**src/sv/cabpw_fifo.sv**
```systemverilog
// small register queue between the front and back ends
module cabpw_fifo #(
    parameter int WIDTH = 8,
    parameter int DEPTH = 4,
    parameter int PTR_W = $clog2(DEPTH),
    parameter int CNT_W = $clog2(DEPTH + 1)
) (
    input  logic             i_clk,
    input  logic             i_rst_n,
    input  logic             i_push,
    input  logic [WIDTH-1:0] i_data,
    output logic             o_full,
    input  logic             i_pop,
    output logic [WIDTH-1:0] o_data,
    output logic             o_empty
);

    logic [WIDTH-1:0] r_mem [DEPTH];
    logic [PTR_W-1:0] r_wr, n_wr;
    logic [PTR_W-1:0] r_rd, n_rd;
    logic [CNT_W-1:0] r_cnt, n_cnt;
    logic             do_push, do_pop;

    assign o_full  = (r_cnt == CNT_W'(DEPTH));
    assign o_empty = (r_cnt == '0);
    assign do_push = i_push && !o_full;
    assign do_pop  = i_pop && !o_empty;
    assign o_data  = r_mem[r_rd];

    // pointer and count update
    always_comb begin
        n_wr  = r_wr;
        n_rd  = r_rd;
        n_cnt = r_cnt;
        if (do_push) begin
            n_wr = (r_wr == PTR_W'(DEPTH - 1)) ? '0 : r_wr + PTR_W'(1);
        end
        if (do_pop) begin
            n_rd = (r_rd == PTR_W'(DEPTH - 1)) ? '0 : r_rd + PTR_W'(1);
        end
        if (do_push && !do_pop) begin
            n_cnt = r_cnt + CNT_W'(1);
        end else if (do_pop && !do_push) begin
            n_cnt = r_cnt - CNT_W'(1);
        end
    end

    always_ff @(posedge i_clk) begin
        if (!i_rst_n) begin
            r_wr  <= '0;
            r_rd  <= '0;
            r_cnt <= '0;
        end else begin
            r_wr  <= n_wr;
            r_rd  <= n_rd;
            r_cnt <= n_cnt;
        end
    end

    // storage
    always_ff @(posedge i_clk) begin
        if (do_push) begin
            r_mem[r_wr] <= i_data;
        end
    end

endmodule

```
**config.mk**
```make
export PLATFORM = sky130hd
export DESIGN_NAME = cabpw_fifo
export DESIGN_NICKNAME = d
export VERILOG_FILES = /design/src/sv/cabpw_fifo.sv
export SDC_FILE = /design/constraint.sdc
export NUM_CORES = 1
export LEC_CHECK = 0
export ABC_AREA = 0
export BUFFER_PORTS_ARGS = -buffer_cell sky130_fd_sc_hd__buf_2
export CORE_ASPECT_RATIO = 0.9
export CORE_MARGIN = 5
export CORE_UTILIZATION = 43
export DETAILED_ROUTE_END_ITERATION = 12
export SYNTH_ARGS = -nofsm -noshare
export SYNTH_HDL_FRONTEND = slang
export SYNTH_SLANG_ARGS = --single-unit
export TNS_END_PERCENT = 10
```
**constraint.sdc**
```tcl
create_clock -name i_clk -period 4.7 [get_ports i_clk]
set_clock_uncertainty 0.2 [all_clocks]
set_input_delay 0.94 -clock i_clk [delete_from_list [all_inputs] [get_ports i_clk]]
set_output_delay 0.94 -clock i_clk [all_outputs]
set_load 0.005 [all_outputs]
```
==> impl_results.html, run 1 <==
<table>
<tr><th>Metric</th><th>Value</th></tr>
<tr><th colspan="2">Global route</th></tr>
<tr><td>First-pass GRT wire length</td><td>4.05 mm</td></tr>
<tr><td>Overflow left after global routing</td><td>0</td></tr>
<tr><td>Number of antenna violations at the first check in global routing</td><td>0</td></tr>
<tr><td>Pin count of the biggest net entering global routing</td><td>13</td></tr>
<tr><td>Global-route usage over all layers</td><td>0.112</td></tr>
<tr><td>Number of global-route vias before repair</td><td>864</td></tr>
<tr><th colspan="2">Synthesis</th></tr>
<tr><td>Post-synthesis cell type with the largest combined area</td><td>sky130_fd_sc_hd__edfxtp_1</td></tr>
<tr><td>Fraction of the mapped netlist area in adder cells</td><td>0.0583</td></tr>
<tr><td>Share of cell area taken by muxes after synthesis</td><td>0.129</td></tr>
<tr><td>Xor and xnor fraction of the mapped netlist area</td><td>0.0107</td></tr>
<tr><td>Main combinational cell family by area after synthesis</td><td>multiplexers</td></tr>
<tr><td>Synth Area per Inst</td><td>17.5 um^2</td></tr>
<tr><td>Share of the synthesized area in the top cell type</td><td>0.589</td></tr>
<tr><td>Synth Instances</td><td>93</td></tr>
<tr><td>Compound-cell area share of the yosys netlist</td><td>0.0184</td></tr>
<tr><td>Flops &amp; latches, synth</td><td>41</td></tr>
<tr><td>Syn nets</td><td>112</td></tr>
<tr><td>Number of distinct library cell variants in the gate-level netlist after synthesis</td><td>23</td></tr>
<tr><td>Syn Std Cell Area</td><td>1630 um^2</td></tr>
<tr><td>Post-synthesis share of cell area spent on and, or, nand and nor gates</td><td>0.0660</td></tr>
<tr><td>Share of the yosys chip area belonging to registers</td><td>0.700</td></tr>
<tr><td>Synth warn</td><td>0</td></tr>
<tr><td>Leading cell types by total area after synthesis</td><td>sky130_fd_sc_hd__edfxtp_1 59%, sky130_fd_sc_hd__dfxtp_1 11%, sky130_fd_sc_hd__mux4_2 11%</td></tr>
<tr><th colspan="2">Route</th></tr>
<tr><td>Average vias per placed instance</td><td>5.03</td></tr>
<tr><td>Final routed wirelength across all metal layers</td><td>2.44 mm</td></tr>
<tr><td>DRC violations left</td><td>0</td></tr>
<tr><td>Number of nets with antenna violations after routing</td><td>0</td></tr>
<tr><td>Number of detailed-routing iterations run before antenna repair</td><td>4</td></tr>
<tr><td>Total via count after detailed routing</td><td>820</td></tr>
<tr><td>Wire length per cell</td><td>15.0 um</td></tr>
<tr><td>Number of DRC markers after the initial detailed-route iteration</td><td>16</td></tr>
<tr><th colspan="2">Floorplan</th></tr>
<tr><td>Placeable Area</td><td>3680 um^2</td></tr>
<tr><td>Std-Cell Rows</td><td>21</td></tr>
<tr><td>Initial standard-cell utilization of the core</td><td>0.443</td></tr>
<tr><td>Ports</td><td>22</td></tr>
<tr><td>Die width</td><td>74.9 um</td></tr>
<tr><td>Die outline area</td><td>5120 um^2</td></tr>
<tr><td>Y dimension of the die</td><td>68.4 um</td></tr>
<tr><th colspan="2">CTS</th></tr>
<tr><td>Hold buffer count at cts</td><td>0</td></tr>
<tr><td>Clock tree from TritonCTS</td><td>yes</td></tr>
<tr><td>H-tree levels</td><td>2</td></tr>
<tr><td># clock sinks</td><td>41</td></tr>
<tr><td>Number of buffers created by CTS</td><td>5</td></tr>
<tr><td>Number of buffers inserted by post-CTS setup repair</td><td>0</td></tr>
<tr><td>Max Root-Sink Buffers</td><td>2</td></tr>
<tr><td>Post-CTS clock slew at the launch and capture registers of the worst setup and hold paths</td><td>0.07 ns</td></tr>
<tr><td>Post_cts resized</td><td>0</td></tr>
<tr><td>Later-pin clock latency in the skew report</td><td>0.28 ns</td></tr>
<tr><td>Master cell of the clock root buffer</td><td>sky130_fd_sc_hd__clkbuf_8</td></tr>
<tr><th colspan="2">Placed design</th></tr>
<tr><td>Post-Place Worst Slack</td><td>1.66 ns</td></tr>
<tr><td>Routability congestion estimate from global placement</td><td>0.642</td></tr>
<tr><td>Hpwl dp</td><td>1.71 mm</td></tr>
<tr><td>Number of buffers added on ports</td><td>21</td></tr>
<tr><th colspan="2">Timing</th></tr>
<tr><td>Fmax</td><td>0.353 GHz</td></tr>
<tr><td>Slew HR</td><td>0.607</td></tr>
<tr><td>Slew of the pin with the lowest slew margin</td><td>0.584 ns</td></tr>
<tr><td>Setup repair after global routing missed its margin</td><td>false</td></tr>
<tr><td>Setup violation total in the final timing report</td><td>0</td></tr>
<tr><td>Final period utilization</td><td>0.602</td></tr>
<tr><td>Final hold viol count</td><td>0</td></tr>
<tr><td>Min Clock Period, post-route</td><td>2.83 ns</td></tr>
<tr><td>Final TNS setup</td><td>0 ns</td></tr>
<tr><td>Worst Setup Slack, final</td><td>1.87 ns</td></tr>
<tr><td>Number of pins exceeding their max-slew limit in the final report</td><td>0</td></tr>
<tr><th colspan="2">Power</th></tr>
<tr><td>Leakage power</td><td>0.670 nW</td></tr>
<tr><td>Power density cells</td><td>493 nW/um^2</td></tr>
<tr><td>Maximum resistive drop on vdd</td><td>0.237 mV</td></tr>
<tr><th colspan="2">Status</th></tr>
<tr><td>Run status</td><td>finished, final reports clean</td></tr>
<tr><th colspan="2">Worst hold path</th></tr>
<tr><td>Worst min-delay path class</td><td>register to register</td></tr>
<tr><th colspan="2">Flow run</th></tr>
<tr><td># Max-Cap Violations</td><td>0</td></tr>
<tr><th colspan="2">Cells and area</th></tr>
<tr><td>Layout net count</td><td>136</td></tr>
<tr><td>Fillers</td><td>333</td></tr>
<tr><td>Area overhead of the layout relative to synthesis</td><td>13.8%</td></tr>
<tr><td>Fraction of final layout cells sized beyond drive strength 1</td><td>0.308</td></tr>
<tr><td>Antenna cells</td><td>0</td></tr>
<tr><th colspan="2">Critical path</th></tr>
<tr><td>Data arrival time of the critical path</td><td>1.69 ns</td></tr>
<tr><td>Required time of the critical path</td><td>3.56 ns</td></tr>
<tr><td>Maximum fanout along the worst path</td><td>8</td></tr>
<tr><td>Critical Path End Type</td><td>output port</td></tr>
<tr><td>Type of origin of the critical path</td><td>register</td></tr>
<tr><td>Path type of the worst setup path</td><td>register to output port</td></tr>
</table>
cells by family (layout without fill, tap and decap cells):
| family | after synthesis | in the layout |
|---|---|---|
| compound gates | 5 | 5 |
| xor+xnor | 2 | 2 |
| fa+ha+maj | 7 | 7 |
| buf+inv | 7 | 31 |
| flops | 41 | 41 |
| mux | 11 | 11 |
| simple gates | 20 | 20 |
flip-flops by register name, summed over array words and instances (netlist names), named ones only:
signal  count
r_rd        2
r_wr        2
r_cnt       3
r_mem      32
layout make-up:
| cell class | instances | area (um^2) | share of cell area |
|---|---|---|---|
| clock buffer | 5 | 68.8 | 0.0371 |
| clock inverter | 2 | 11.3 | 0.00607 |
| inverter | 3 | 11.3 | 0.00607 |
| multi-input combinational | 45 | 460 | 0.248 |
| sequential | 41 | 1140 | 0.615 |
| tap | 46 | 57.6 | 0.0310 |
| timing repair buffer | 21 | 105 | 0.0566 |
Yosys cell counts:
master,count
sky130_fd_sc_hd__edfxtp_1,32
sky130_fd_sc_hd__dfxtp_1,9
sky130_fd_sc_hd__mux4_2,8
sky130_fd_sc_hd__ha_1,6
sky130_fd_sc_hd__nand2_1,6
sky130_fd_sc_hd__and2_1,5
sky130_fd_sc_hd__inv_1,3
sky130_fd_sc_hd__mux2i_1,3
sky130_fd_sc_hd__o21ai_0,3
sky130_fd_sc_hd__buf_2,2
sky130_fd_sc_hd__nand3_1,2
sky130_fd_sc_hd__nor2_1,2
sky130_fd_sc_hd__nor2b_1,2
sky130_fd_sc_hd__a21boi_0,1
sky130_fd_sc_hd__buf_1,1
sky130_fd_sc_hd__clkbuf_1,1
sky130_fd_sc_hd__fa_1,1
sky130_fd_sc_hd__nor3_1,1
sky130_fd_sc_hd__nor3b_2,1
sky130_fd_sc_hd__o31ai_1,1
sky130_fd_sc_hd__or3_1,1
sky130_fd_sc_hd__xnor2_1,1
sky130_fd_sc_hd__xor2_1,1
stage by stage:
step | hold WS [ns] | instances | power, mW | util | cell area (um^2)
after floorplan | 0.268 | 93 | 0.644 | - | 1630
after global placement | 0.285 | 156 | 0.712 | 0.483 | 1780
after detailed placement | 0.300 | 156 | 0.722 | 0.483 | 1780
after CTS | 0.310 | 163 | 0.932 | 0.504 | 1860
after global routing | 0.339 | 163 | 0.979 | 0.504 | 1860
final | 0.315 | 163 | 0.915 | 0.504 | 1860
power breakdown:
group	internal, mW	leakage (nW)	total (mW)	switching, mW
Combinational	0.121	0.265	0.212	0.0903
Clock	0.0995	0.0377	0.207	0.108
Sequential	0.446	0.367	0.496	0.0496
cells in the final DEF, fill, tap and decap left out, types with 2 or more instances in the layout:
cell type	n
sky130_fd_sc_hd__ha_1	6
sky130_fd_sc_hd__dfxtp_1	9
sky130_fd_sc_hd__nand2_1	6
sky130_fd_sc_hd__nor2_1	2
sky130_fd_sc_hd__mux2i_1	3
sky130_fd_sc_hd__clkbuf_8	5
sky130_fd_sc_hd__buf_2	21
sky130_fd_sc_hd__nor2b_1	2
sky130_fd_sc_hd__o21ai_0	3
sky130_fd_sc_hd__mux4_2	8
sky130_fd_sc_hd__edfxtp_1	32
sky130_fd_sc_hd__and2_1	5
sky130_fd_sc_hd__inv_1	3
sky130_fd_sc_hd__nand3_1	2
routing by layer:
metal | routed length (um) | track usage | vias up | share of wire
met1 | 1020 | 0.133 | 402 | 0.42
li1 | - | - | 393 | -
met5 | 0 | 0 | - | 0
met2 | 1250 | 0.186 | 19 | 0.51
met3 | 131 | 0.0323 | 6 | 0.054
met4 | 40 | 0.0533 | 0 | 0.016
critical path: stages, from the launching register on:
cell and delay [ns]:
sky130_fd_sc_hd__dfxtp_1 0.68, sky130_fd_sc_hd__mux4_2 0.58, sky130_fd_sc_hd__buf_2 0.14
worst paths after layout:
check / end / slack (ns) / startpoint / cells after the start
min: r_wr[1] / 0.32 / r_wr[1] / 2
max reg2reg: r_cnt[2] / 2.17 / r_cnt[0] / 7
max: o_data[0] / 1.87 / register / 2
min reg2reg: r_wr[1] / 0.32 / r_wr[1] / 2
No activity file was read; power rests on OpenSTA's default activity.
==> run 2, diff against run 1 <==
==> constraint.sdc (replaced) <==
create_clock -name i_clk -period 2.6 [get_ports i_clk]
set_clock_uncertainty 0.2 [all_clocks]
set_input_delay 0.52 -clock i_clk [delete_from_list [all_inputs] [get_ports i_clk]]
set_output_delay 0.52 -clock i_clk [all_outputs]
set_load 0.005 [all_outputs]
==> impl_results.html, run 2 (same netlist as run 1, synthesis figures left out) <==
<table>
<tr><th>Metric</th><th>Value</th></tr>
<tr><th colspan="2">Status</th></tr>
<tr><td>Run status</td><td>finished, final reports clean</td></tr>
<tr><th colspan="2">Global route</th></tr>
<tr><td>Number of antenna violations at the first check in global routing</td><td>0 (unchanged)</td></tr>
<tr><td>Pin count of the biggest net entering global routing</td><td>14 (+1)</td></tr>
<tr><td>Overflow left after global routing</td><td>0 (unchanged)</td></tr>
<tr><td>First-pass GRT wire length</td><td>3.93 mm (-2.9%)</td></tr>
<tr><td>Number of global-route vias before repair</td><td>859 (-0.58%)</td></tr>
<tr><td>Global-route usage over all layers</td><td>0.111 (-0.000627)</td></tr>
<tr><th colspan="2">Critical path</th></tr>
<tr><td>Type of origin of the critical path</td><td>register</td></tr>
<tr><td>Kind of cell with the highest combined delay on the critical path</td><td>adder cells</td></tr>
<tr><td>Critical Path End Type</td><td>register</td></tr>
<tr><td>Data arrival time of the critical path</td><td>2.40 ns (+0.71 ns)</td></tr>
<tr><td>Delay contributed by the slowest stage of the critical path</td><td>0.41 ns (-0.27 ns)</td></tr>
<tr><td>Required time of the critical path</td><td>2.61 ns (-0.95 ns)</td></tr>
<tr><td>Worst path bufs/invs</td><td>1 (unchanged)</td></tr>
<tr><td>Standard cell with the maximum stage delay on the critical path</td><td>sky130_fd_sc_hd__o31ai_2</td></tr>
<tr><td>Maximum fanout along the worst path</td><td>5 (-3)</td></tr>
<tr><td>Path type of the worst setup path</td><td>register to register</td></tr>
<tr><td>Cells along the critical path</td><td>o31ai_2 &gt; ha_1 &gt; inv_1 &gt; fa_1 &gt; xor2_1 &gt; or3_1 &gt; a21boi_0</td></tr>
<tr><th colspan="2">Power</th></tr>
<tr><td>Leakage power</td><td>0.686 nW (+2.4%)</td></tr>
<tr><td>Clock network fraction of design power</td><td>0.242 (+0.015)</td></tr>
<tr><td>Switch Pwr</td><td>461 uW (+86%)</td></tr>
<tr><td>Sequential share of power</td><td>0.506 (-0.036)</td></tr>
<tr><td>Maximum resistive drop on vdd</td><td>0.460 mV (+94%)</td></tr>
<tr><td>Internal power</td><td>1.26 mW (+88%)</td></tr>
<tr><td>Power density cells</td><td>909 nW/um^2 (+84%)</td></tr>
<tr><td>Share of total power in combinational logic</td><td>0.252 (+0.021)</td></tr>
<tr><td>Share of total power consumed by net switching</td><td>0.268 (-0.00259)</td></tr>
<tr><th colspan="2">Floorplan</th></tr>
<tr><td>Die width</td><td>74.9 um (unchanged)</td></tr>
<tr><td>Initial standard-cell utilization of the core</td><td>0.443 (unchanged)</td></tr>
<tr><td>Ports</td><td>22 (unchanged)</td></tr>
<tr><td>Std-Cell Rows</td><td>21 (unchanged)</td></tr>
<tr><td>Die outline area</td><td>5120 um^2 (unchanged)</td></tr>
<tr><td>Y dimension of the die</td><td>68.4 um (unchanged)</td></tr>
<tr><td>Placeable Area</td><td>3680 um^2 (unchanged)</td></tr>
<tr><th colspan="2">CTS</th></tr>
<tr><td>Post-CTS clock slew at the launch and capture registers of the worst setup and hold paths</td><td>0.07 ns (about the same)</td></tr>
<tr><td>Clock tree from TritonCTS</td><td>yes</td></tr>
<tr><td>Max Root-Sink Buffers</td><td>2 (unchanged)</td></tr>
<tr><td># clock sinks</td><td>41 (unchanged)</td></tr>
<tr><td>Later-pin clock latency in the skew report</td><td>0.28 ns (about the same)</td></tr>
<tr><td>Master cell of the clock root buffer</td><td>sky130_fd_sc_hd__clkbuf_8</td></tr>
<tr><td>H-tree levels</td><td>2 (unchanged)</td></tr>
<tr><td>Hold buffer count at cts</td><td>0 (unchanged)</td></tr>
<tr><td>Number of buffers created by CTS</td><td>5 (unchanged)</td></tr>
<tr><th colspan="2">Route</th></tr>
<tr><td>DRC violations left</td><td>0 (unchanged)</td></tr>
<tr><td>Number of detailed-routing iterations run before antenna repair</td><td>4 (unchanged)</td></tr>
<tr><td>Number of DRC markers after the initial detailed-route iteration</td><td>33 (+17)</td></tr>
<tr><td>Wire length per cell</td><td>15.1 um (+0.72%)</td></tr>
<tr><td>Final routed wirelength across all metal layers</td><td>2.51 mm (+2.6%)</td></tr>
<tr><td>Number of nets with antenna violations after routing</td><td>0 (unchanged)</td></tr>
<tr><td>Total via count after detailed routing</td><td>827 (+0.85%)</td></tr>
<tr><td>Average vias per placed instance</td><td>4.98 (-0.97%)</td></tr>
<tr><th colspan="2">Timing</th></tr>
<tr><td>Final period utilization</td><td>0.919</td></tr>
<tr><td>Slew HR</td><td>0.701 (+0.0944)</td></tr>
<tr><td>Number of pins exceeding their max-slew limit in the final report</td><td>0 (unchanged)</td></tr>
<tr><td>Setup violation total in the final timing report</td><td>0 (unchanged)</td></tr>
<tr><td>Final TNS setup</td><td>0 ns (unchanged)</td></tr>
<tr><td>Min Clock Period, post-route</td><td>2.39 ns</td></tr>
<tr><td>Setup repair after global routing missed its margin</td><td>false</td></tr>
<tr><td>Slew of the pin with the lowest slew margin</td><td>0.448 ns (-0.137 ns)</td></tr>
<tr><td>Fmax</td><td>0.418 GHz</td></tr>
<tr><td>Final hold viol count</td><td>0 (unchanged)</td></tr>
<tr><th colspan="2">Cells and area</th></tr>
<tr><td>Area used by sequential logic in the layout</td><td>1140 um^2 (unchanged)</td></tr>
<tr><td>Largest registers</td><td>r_mem (32), r_cnt (3)</td></tr>
<tr><td>Most frequent cells in the layout</td><td>32 x sky130_fd_sc_hd__edfxtp_1, 21 x sky130_fd_sc_hd__buf_2, 9 x sky130_fd_sc_hd__dfxtp_1</td></tr>
<tr><td>Layout net count</td><td>138 (+1.5%)</td></tr>
<tr><td>Flip-flop count of the largest register, all copies and words added</td><td>32 (unchanged)</td></tr>
<tr><td>Final Util</td><td>0.514 (+0.00918)</td></tr>
<tr><td>Area of the multi-input gates</td><td>465 um^2 (+1.1%)</td></tr>
<tr><td>Top reg by flops</td><td>r_mem</td></tr>
<tr><td>Fillers</td><td>317 (-4.8%)</td></tr>
<tr><td>Antenna cells</td><td>0 (unchanged)</td></tr>
<tr><td>Fraction of final layout cells sized beyond drive strength 1</td><td>0.333 (+0.0256)</td></tr>
<tr><td>Commonest non-fill, non-tap cell in the layout</td><td>sky130_fd_sc_hd__edfxtp_1</td></tr>
<tr><td>Area overhead of the layout relative to synthesis</td><td>15.9%</td></tr>
<tr><th colspan="2">Flow run</th></tr>
<tr><td># Max-Cap Violations</td><td>0 (unchanged)</td></tr>
<tr><th colspan="2">Placed design</th></tr>
<tr><td>Number of buffers added on ports</td><td>21 (unchanged)</td></tr>
<tr><td>Routability congestion estimate from global placement</td><td>0.643 (+0.19%)</td></tr>
<tr><td>Hpwl dp</td><td>1.77 mm (+3.9%)</td></tr>
<tr><th colspan="2">Worst hold path</th></tr>
<tr><td>Worst min-delay path class</td><td>input pin to register</td></tr>
</table>
[run 2: layer usage]
metal	wire length, um	up-vias	track usage	share of wire
li1	-	399	-	-
met3	116	5	0.0323	0.046
met2	1280	19	0.188	0.51
met4	44	0	0.0667	0.018
met1	1070	404	0.124	0.43
met5	0	-	0	0
[run 2: area by class of cell]
cell class	count	area share
Timing Repair Buffer	23	0.0636
Multi-Input combinational cell	45	0.246
Clock buffer	7	0.0457
Tap cell	46	0.0305
Clock inverter	1	0.00397
Inverter	3	0.00596
Sequential cell	41	0.604
[run 2: through the flow]
stage	instances	total power, mW	setup WS, ns	hold WS, ns	area (um^2)
global placement	158	1.30	0.232	0.284	1790
floorplan	93	1.16	0.307	0.268	1630
finish	166	1.72	0.210	0.247	1890
detailed placement	158	1.32	0.0720	0.300	1790
CTS	166	1.74	0.0434	0.234	1880
global route	166	1.83	0.0518	0.230	1890
[run 2: repair_timing]
| action | 4_1_cts | 5_1_grt |
|---|---|---|
| buffers inserted | 0 | 0 |
| endpoints found under the setup margin | 0 | 1 |
| gates resized for setup | 0 | 1 |
[run 2: power by group through the flow]
stage               clock, mW  combinational, mW  sequential (mW)
detailed placement          0              0.439            0.883
global placement            0              0.423            0.875
finish                  0.415              0.433            0.870
floorplan                   0              0.304            0.859
CTS                     0.431              0.443            0.868
global route            0.460              0.492            0.881
[run 2: worst register-to-register path, cell delays in order (launching register included)]
cell and delay [ns]:
sky130_fd_sc_hd__dfxtp_1 0.37, sky130_fd_sc_hd__o31ai_2 0.41, sky130_fd_sc_hd__ha_1 0.26, sky130_fd_sc_hd__inv_1 0.06
sky130_fd_sc_hd__fa_1 0.37, sky130_fd_sc_hd__xor2_1 0.15, sky130_fd_sc_hd__or3_1 0.29, sky130_fd_sc_hd__a21boi_0 0.18
[run 2: final timing paths]
path | startpoint | to | slack [ns] | cells after the start
setup / recovery | r_cnt[1] | r_cnt[2] | 0.21 | 7
hold / removal | i_data[2] | r_mem[2][2] | 0.25 | 1
setup reg to reg | r_cnt[1] | r_cnt[2] | 0.21 | 7
hold reg to reg | r_wr[1] | r_wr[1] | 0.31 | 2
==> run 3, diff against run 2 <==
--- a/config.mk
+++ b/config.mk
@@ -5,7 +5,7 @@
 export SDC_FILE = /design/constraint.sdc
 export NUM_CORES = 1
 export LEC_CHECK = 0
-export ABC_AREA = 0
+export ABC_AREA = 1
 export BUFFER_PORTS_ARGS = -buffer_cell sky130_fd_sc_hd__buf_2
 export CORE_ASPECT_RATIO = 0.9
 export CORE_MARGIN = 5
==> impl_results.html, run 3 <==
<table>
<tr><th>Metric</th><th>Value</th></tr>
<tr><th colspan="2">Timing</th></tr>
<tr><td>Slew of the pin with the lowest slew margin</td><td>0.328 ns (-0.120 ns)</td></tr>
<tr><td>Setup repair after global routing missed its margin</td><td>false</td></tr>
<tr><td>Setup violation total in the final timing report</td><td>0 (unchanged)</td></tr>
<tr><td>Number of pins exceeding their max-slew limit in the final report</td><td>0 (unchanged)</td></tr>
<tr><td>Min Clock Period, post-route</td><td>2.17 ns (-0.225 ns)</td></tr>
<tr><td>Fmax</td><td>0.462 GHz (+10%)</td></tr>
<tr><td>Final hold viol count</td><td>0 (unchanged)</td></tr>
<tr><td>Final period utilization</td><td>0.833 (-0.0865)</td></tr>
<tr><td>Slew HR</td><td>0.781 (+0.0794)</td></tr>
<tr><td>Final TNS setup</td><td>0 ns (unchanged)</td></tr>
<tr><th colspan="2">Worst hold path</th></tr>
<tr><td>Worst min-delay path class</td><td>input pin to register</td></tr>
<tr><td>Hold_sp</td><td>i_data[0]</td></tr>
<tr><th colspan="2">Synthesis</th></tr>
<tr><td>Syn nets</td><td>167 (+49%)</td></tr>
<tr><td>Most numerous cell types in the synthesized netlist</td><td>33 x sky130_fd_sc_hd__nor2_1, 32 x sky130_fd_sc_hd__edfxtp_1, 18 x sky130_fd_sc_hd__inv_1</td></tr>
<tr><td>Flops &amp; latches, synth</td><td>41 (unchanged)</td></tr>
<tr><td>Syn Std Cell Area</td><td>1690 um^2 (+3.8%)</td></tr>
<tr><td>Most common flop cell mapped by yosys</td><td>sky130_fd_sc_hd__edfxtp_1</td></tr>
<tr><td>Synth Area per Inst</td><td>11.4 um^2 (-35%)</td></tr>
<tr><td>Synth warn</td><td>0 (unchanged)</td></tr>
<tr><td>Most used standard cell by instance count after synthesis</td><td>sky130_fd_sc_hd__nor2_1</td></tr>
<tr><td>Number of distinct library cell variants in the gate-level netlist after synthesis</td><td>18 (-22%)</td></tr>
<tr><td>Share of the yosys chip area belonging to registers</td><td>0.674 (-0.0259)</td></tr>
<tr><td>Synth Instances</td><td>148 (+59%)</td></tr>
<tr><td>Share of synthesized registers carrying an async set or reset</td><td>0 (unchanged)</td></tr>
<tr><td>Leading cell types by total area after synthesis</td><td>sky130_fd_sc_hd__edfxtp_1 57%, sky130_fd_sc_hd__dfxtp_1 11%, sky130_fd_sc_hd__nor2_1 7.3%</td></tr>
<tr><td>Number of enable flip-flop cells after synthesis</td><td>32 (unchanged)</td></tr>
<tr><td>Share of the synthesized area in the top cell type</td><td>0.568 (-0.0218)</td></tr>
<tr><td>Post-synthesis cell type with the largest combined area</td><td>sky130_fd_sc_hd__edfxtp_1</td></tr>
<tr><th colspan="2">Route</th></tr>
<tr><td>Average vias per placed instance</td><td>4.87 (-2.2%)</td></tr>
<tr><td>Number of nets with antenna violations after routing</td><td>0 (unchanged)</td></tr>
<tr><td>Number of DRC markers after the initial detailed-route iteration</td><td>65 (+97%)</td></tr>
<tr><td>Final routed wirelength across all metal layers</td><td>3.00 mm (+20%)</td></tr>
<tr><td>DRC violations left</td><td>0 (unchanged)</td></tr>
<tr><td>Total via count after detailed routing</td><td>1101 (+33%)</td></tr>
<tr><td>Number of detailed-routing iterations run before antenna repair</td><td>4 (unchanged)</td></tr>
<tr><td>Wire length per cell</td><td>13.3 um (-12%)</td></tr>
<tr><th colspan="2">Critical path</th></tr>
<tr><td>Critical Path End Type</td><td>output port</td></tr>
<tr><td>Type of origin of the critical path</td><td>register</td></tr>
<tr><td>Path type of the worst setup path</td><td>register to output port</td></tr>
<tr><td>Required time of the critical path</td><td>1.88 ns (-0.73 ns)</td></tr>
<tr><td>Setup slack of the worst register-to-register path</td><td>0.52 ns (+0.31 ns)</td></tr>
<tr><td>Maximum fanout along the worst path</td><td>16 (+11)</td></tr>
<tr><td>Data arrival time of the critical path</td><td>1.45 ns (-0.95 ns)</td></tr>
<tr><td>Reg2Reg Launch Point</td><td>r_cnt[1]</td></tr>
<tr><th colspan="2">CTS</th></tr>
<tr><td>Post-CTS clock slew at the launch and capture registers of the worst setup and hold paths</td><td>0.07 ns (about the same)</td></tr>
<tr><td>Number of buffers created by CTS</td><td>5 (unchanged)</td></tr>
<tr><td># clock sinks</td><td>41 (unchanged)</td></tr>
<tr><td>Number of buffers inserted by post-CTS setup repair</td><td>0 (unchanged)</td></tr>
<tr><td>Later-pin clock latency in the skew report</td><td>0.28 ns (about the same)</td></tr>
<tr><td>Clock tree from TritonCTS</td><td>yes</td></tr>
<tr><td>Master cell of the clock root buffer</td><td>sky130_fd_sc_hd__clkbuf_8</td></tr>
<tr><td>Hold buffer count at cts</td><td>0 (unchanged)</td></tr>
<tr><td>Post_cts resized</td><td>0 (unchanged)</td></tr>
<tr><td>Max Root-Sink Buffers</td><td>2 (unchanged)</td></tr>
<tr><td>H-tree levels</td><td>2 (unchanged)</td></tr>
<tr><th colspan="2">Power</th></tr>
<tr><td>Maximum resistive drop on vdd</td><td>0.528 mV (+15%)</td></tr>
<tr><td>Power density cells</td><td>955 nW/um^2 (+5.0%)</td></tr>
<tr><td>Leakage power</td><td>0.803 nW (+17%)</td></tr>
<tr><th colspan="2">Cells and area</th></tr>
<tr><td>Area overhead of the layout relative to synthesis</td><td>16.0%</td></tr>
<tr><td>Flip-flop count of the largest register, all copies and words added</td><td>32 (unchanged)</td></tr>
<tr><td>Top reg by flops</td><td>r_mem</td></tr>
<tr><td>Antenna cells</td><td>0 (unchanged)</td></tr>
<tr><td>Area of all placed cells without fillers</td><td>1960 um^2 (+4.0%)</td></tr>
<tr><td>Fraction of final layout cells sized beyond drive strength 1</td><td>0.211 (-0.122)</td></tr>
<tr><td>Most frequent cells in the layout</td><td>33 x sky130_fd_sc_hd__nor2_1, 32 x sky130_fd_sc_hd__edfxtp_1, 21 x sky130_fd_sc_hd__buf_2</td></tr>
<tr><td>Largest registers</td><td>r_mem (32), r_cnt (3)</td></tr>
<tr><td>Layout net count</td><td>198 (+43%)</td></tr>
<tr><td>Count of non-filler cells in the finished layout</td><td>226 (+36%)</td></tr>
<tr><td>Commonest non-fill, non-tap cell in the layout</td><td>sky130_fd_sc_hd__nor2_1</td></tr>
<tr><th colspan="2">Global route</th></tr>
<tr><td>Pin count of the biggest net entering global routing</td><td>17 (+3)</td></tr>
<tr><td>Overflow left after global routing</td><td>0 (unchanged)</td></tr>
<tr><td>Global-route usage over all layers</td><td>0.121 (+0.00997)</td></tr>
<tr><td>Number of global-route vias before repair</td><td>1083 (+26%)</td></tr>
<tr><td>First-pass GRT wire length</td><td>5.08 mm (+29%)</td></tr>
<tr><td>Number of antenna violations at the first check in global routing</td><td>0 (unchanged)</td></tr>
<tr><th colspan="2">Floorplan</th></tr>
<tr><td>Placeable Area</td><td>3760 um^2 (+2.1%)</td></tr>
<tr><td>Y dimension of the die</td><td>69.5 um (+1.6%)</td></tr>
<tr><td>Die outline area</td><td>5290 um^2 (+3.3%)</td></tr>
<tr><td>Std-Cell Rows</td><td>21 (unchanged)</td></tr>
<tr><td>Initial standard-cell utilization of the core</td><td>0.451 (+0.00735)</td></tr>
<tr><td>Ports</td><td>22 (unchanged)</td></tr>
<tr><td>Die width</td><td>76.1 um (+1.6%)</td></tr>
<tr><th colspan="2">Placed design</th></tr>
<tr><td>Number of buffers added on ports</td><td>21 (unchanged)</td></tr>
<tr><td>Instance area after placement</td><td>1870 um^2 (+4.5%)</td></tr>
<tr><td>Routability congestion estimate from global placement</td><td>0.753 (+17%)</td></tr>
<tr><td>Placed cell count</td><td>218 (+38%)</td></tr>
<tr><td>Hpwl dp</td><td>2.12 mm (+19%)</td></tr>
<tr><th colspan="2">Status</th></tr>
<tr><td>Run status</td><td>finished, final reports clean</td></tr>
<tr><th colspan="2">Flow run</th></tr>
<tr><td># Max-Cap Violations</td><td>0 (unchanged)</td></tr>
</table>
## run 3: area by class of cell
| class | instances | area (um^2) |
|---|---|---|
| Clock buffer | 7 | 86.3 |
| Clock inverter | 1 | 7.51 |
| Fill cell | 345 | 1790 |
| Inverter | 19 | 71.3 |
| Multi-Input combinational cell | 86 | 458 |
| Sequential cell | 41 | 1140 |
| Tap cell | 46 | 57.6 |
| Timing Repair Buffer | 26 | 143 |
## run 3: kinds of logic after synthesis
| kind of cell | after synthesis | synth area share |
|---|---|---|
| and+or+nand+nor | 51 | 0.119 |
| DFF | 41 | 0.674 |
| buffers and inverters | 21 | 0.0554 |
| AOI/OAI and AO/OA | 28 | 0.0953 |
| adders and majority gates | 7 | 0.0562 |
## run 3: path summary, 6_finish.rpt
path | cells past startpoint | end
max | 4 | o_data[4]
max reg2reg | 9 | r_cnt[1]
min reg2reg | 2 | r_cnt[0]
min | 1 | r_mem[3][0]
## run 3: worst max-delay path: stages, from the launching register on
cell and delay (ns):
sky130_fd_sc_hd__dfxtp_1 0.51, sky130_fd_sc_hd__inv_2 0.21, sky130_fd_sc_hd__o21ai_0 0.20, sky130_fd_sc_hd__o22ai_1 0.10, sky130_fd_sc_hd__buf_2 0.14
## run 3: power by group
| part | total [mW] | internal [mW] | switching, mW |
|---|---|---|---|
| Clock | 0.413 | 0.215 | 0.198 |
| Sequential | 0.887 | 0.815 | 0.0722 |
| Combinational | 0.576 | 0.236 | 0.341 |
## run 3: routing by layer
layer | part of all wire | wire length [um] | vias to the layer above | track usage
met5 | 0 | 0 | - | 0
met4 | 0.018 | 55 | 0 | 0.0583
met3 | 0.044 | 133 | 5 | 0.0325
met2 | 0.51 | 1520 | 18 | 0.204
met1 | 0.43 | 1290 | 519 | 0.142
li1 | - | - | 559 | -
## run 3: metrics by stage
| step | worst slack, ns | hold slack [ns] | power (mW) | util |
|---|---|---|---|---|
| after CTS | 0.398 | 0.241 | 1.91 | 0.523 |
| after floorplan | 0.710 | 0.280 | 1.28 | - |
| after detailed placement | 0.521 | 0.302 | 1.49 | 0.498 |
| after global placement | 0.584 | 0.296 | 1.46 | 0.498 |
| final | 0.435 | 0.249 | 1.88 | 0.523 |
| after global routing | 0.293 | 0.239 | 2.02 | 0.523 |
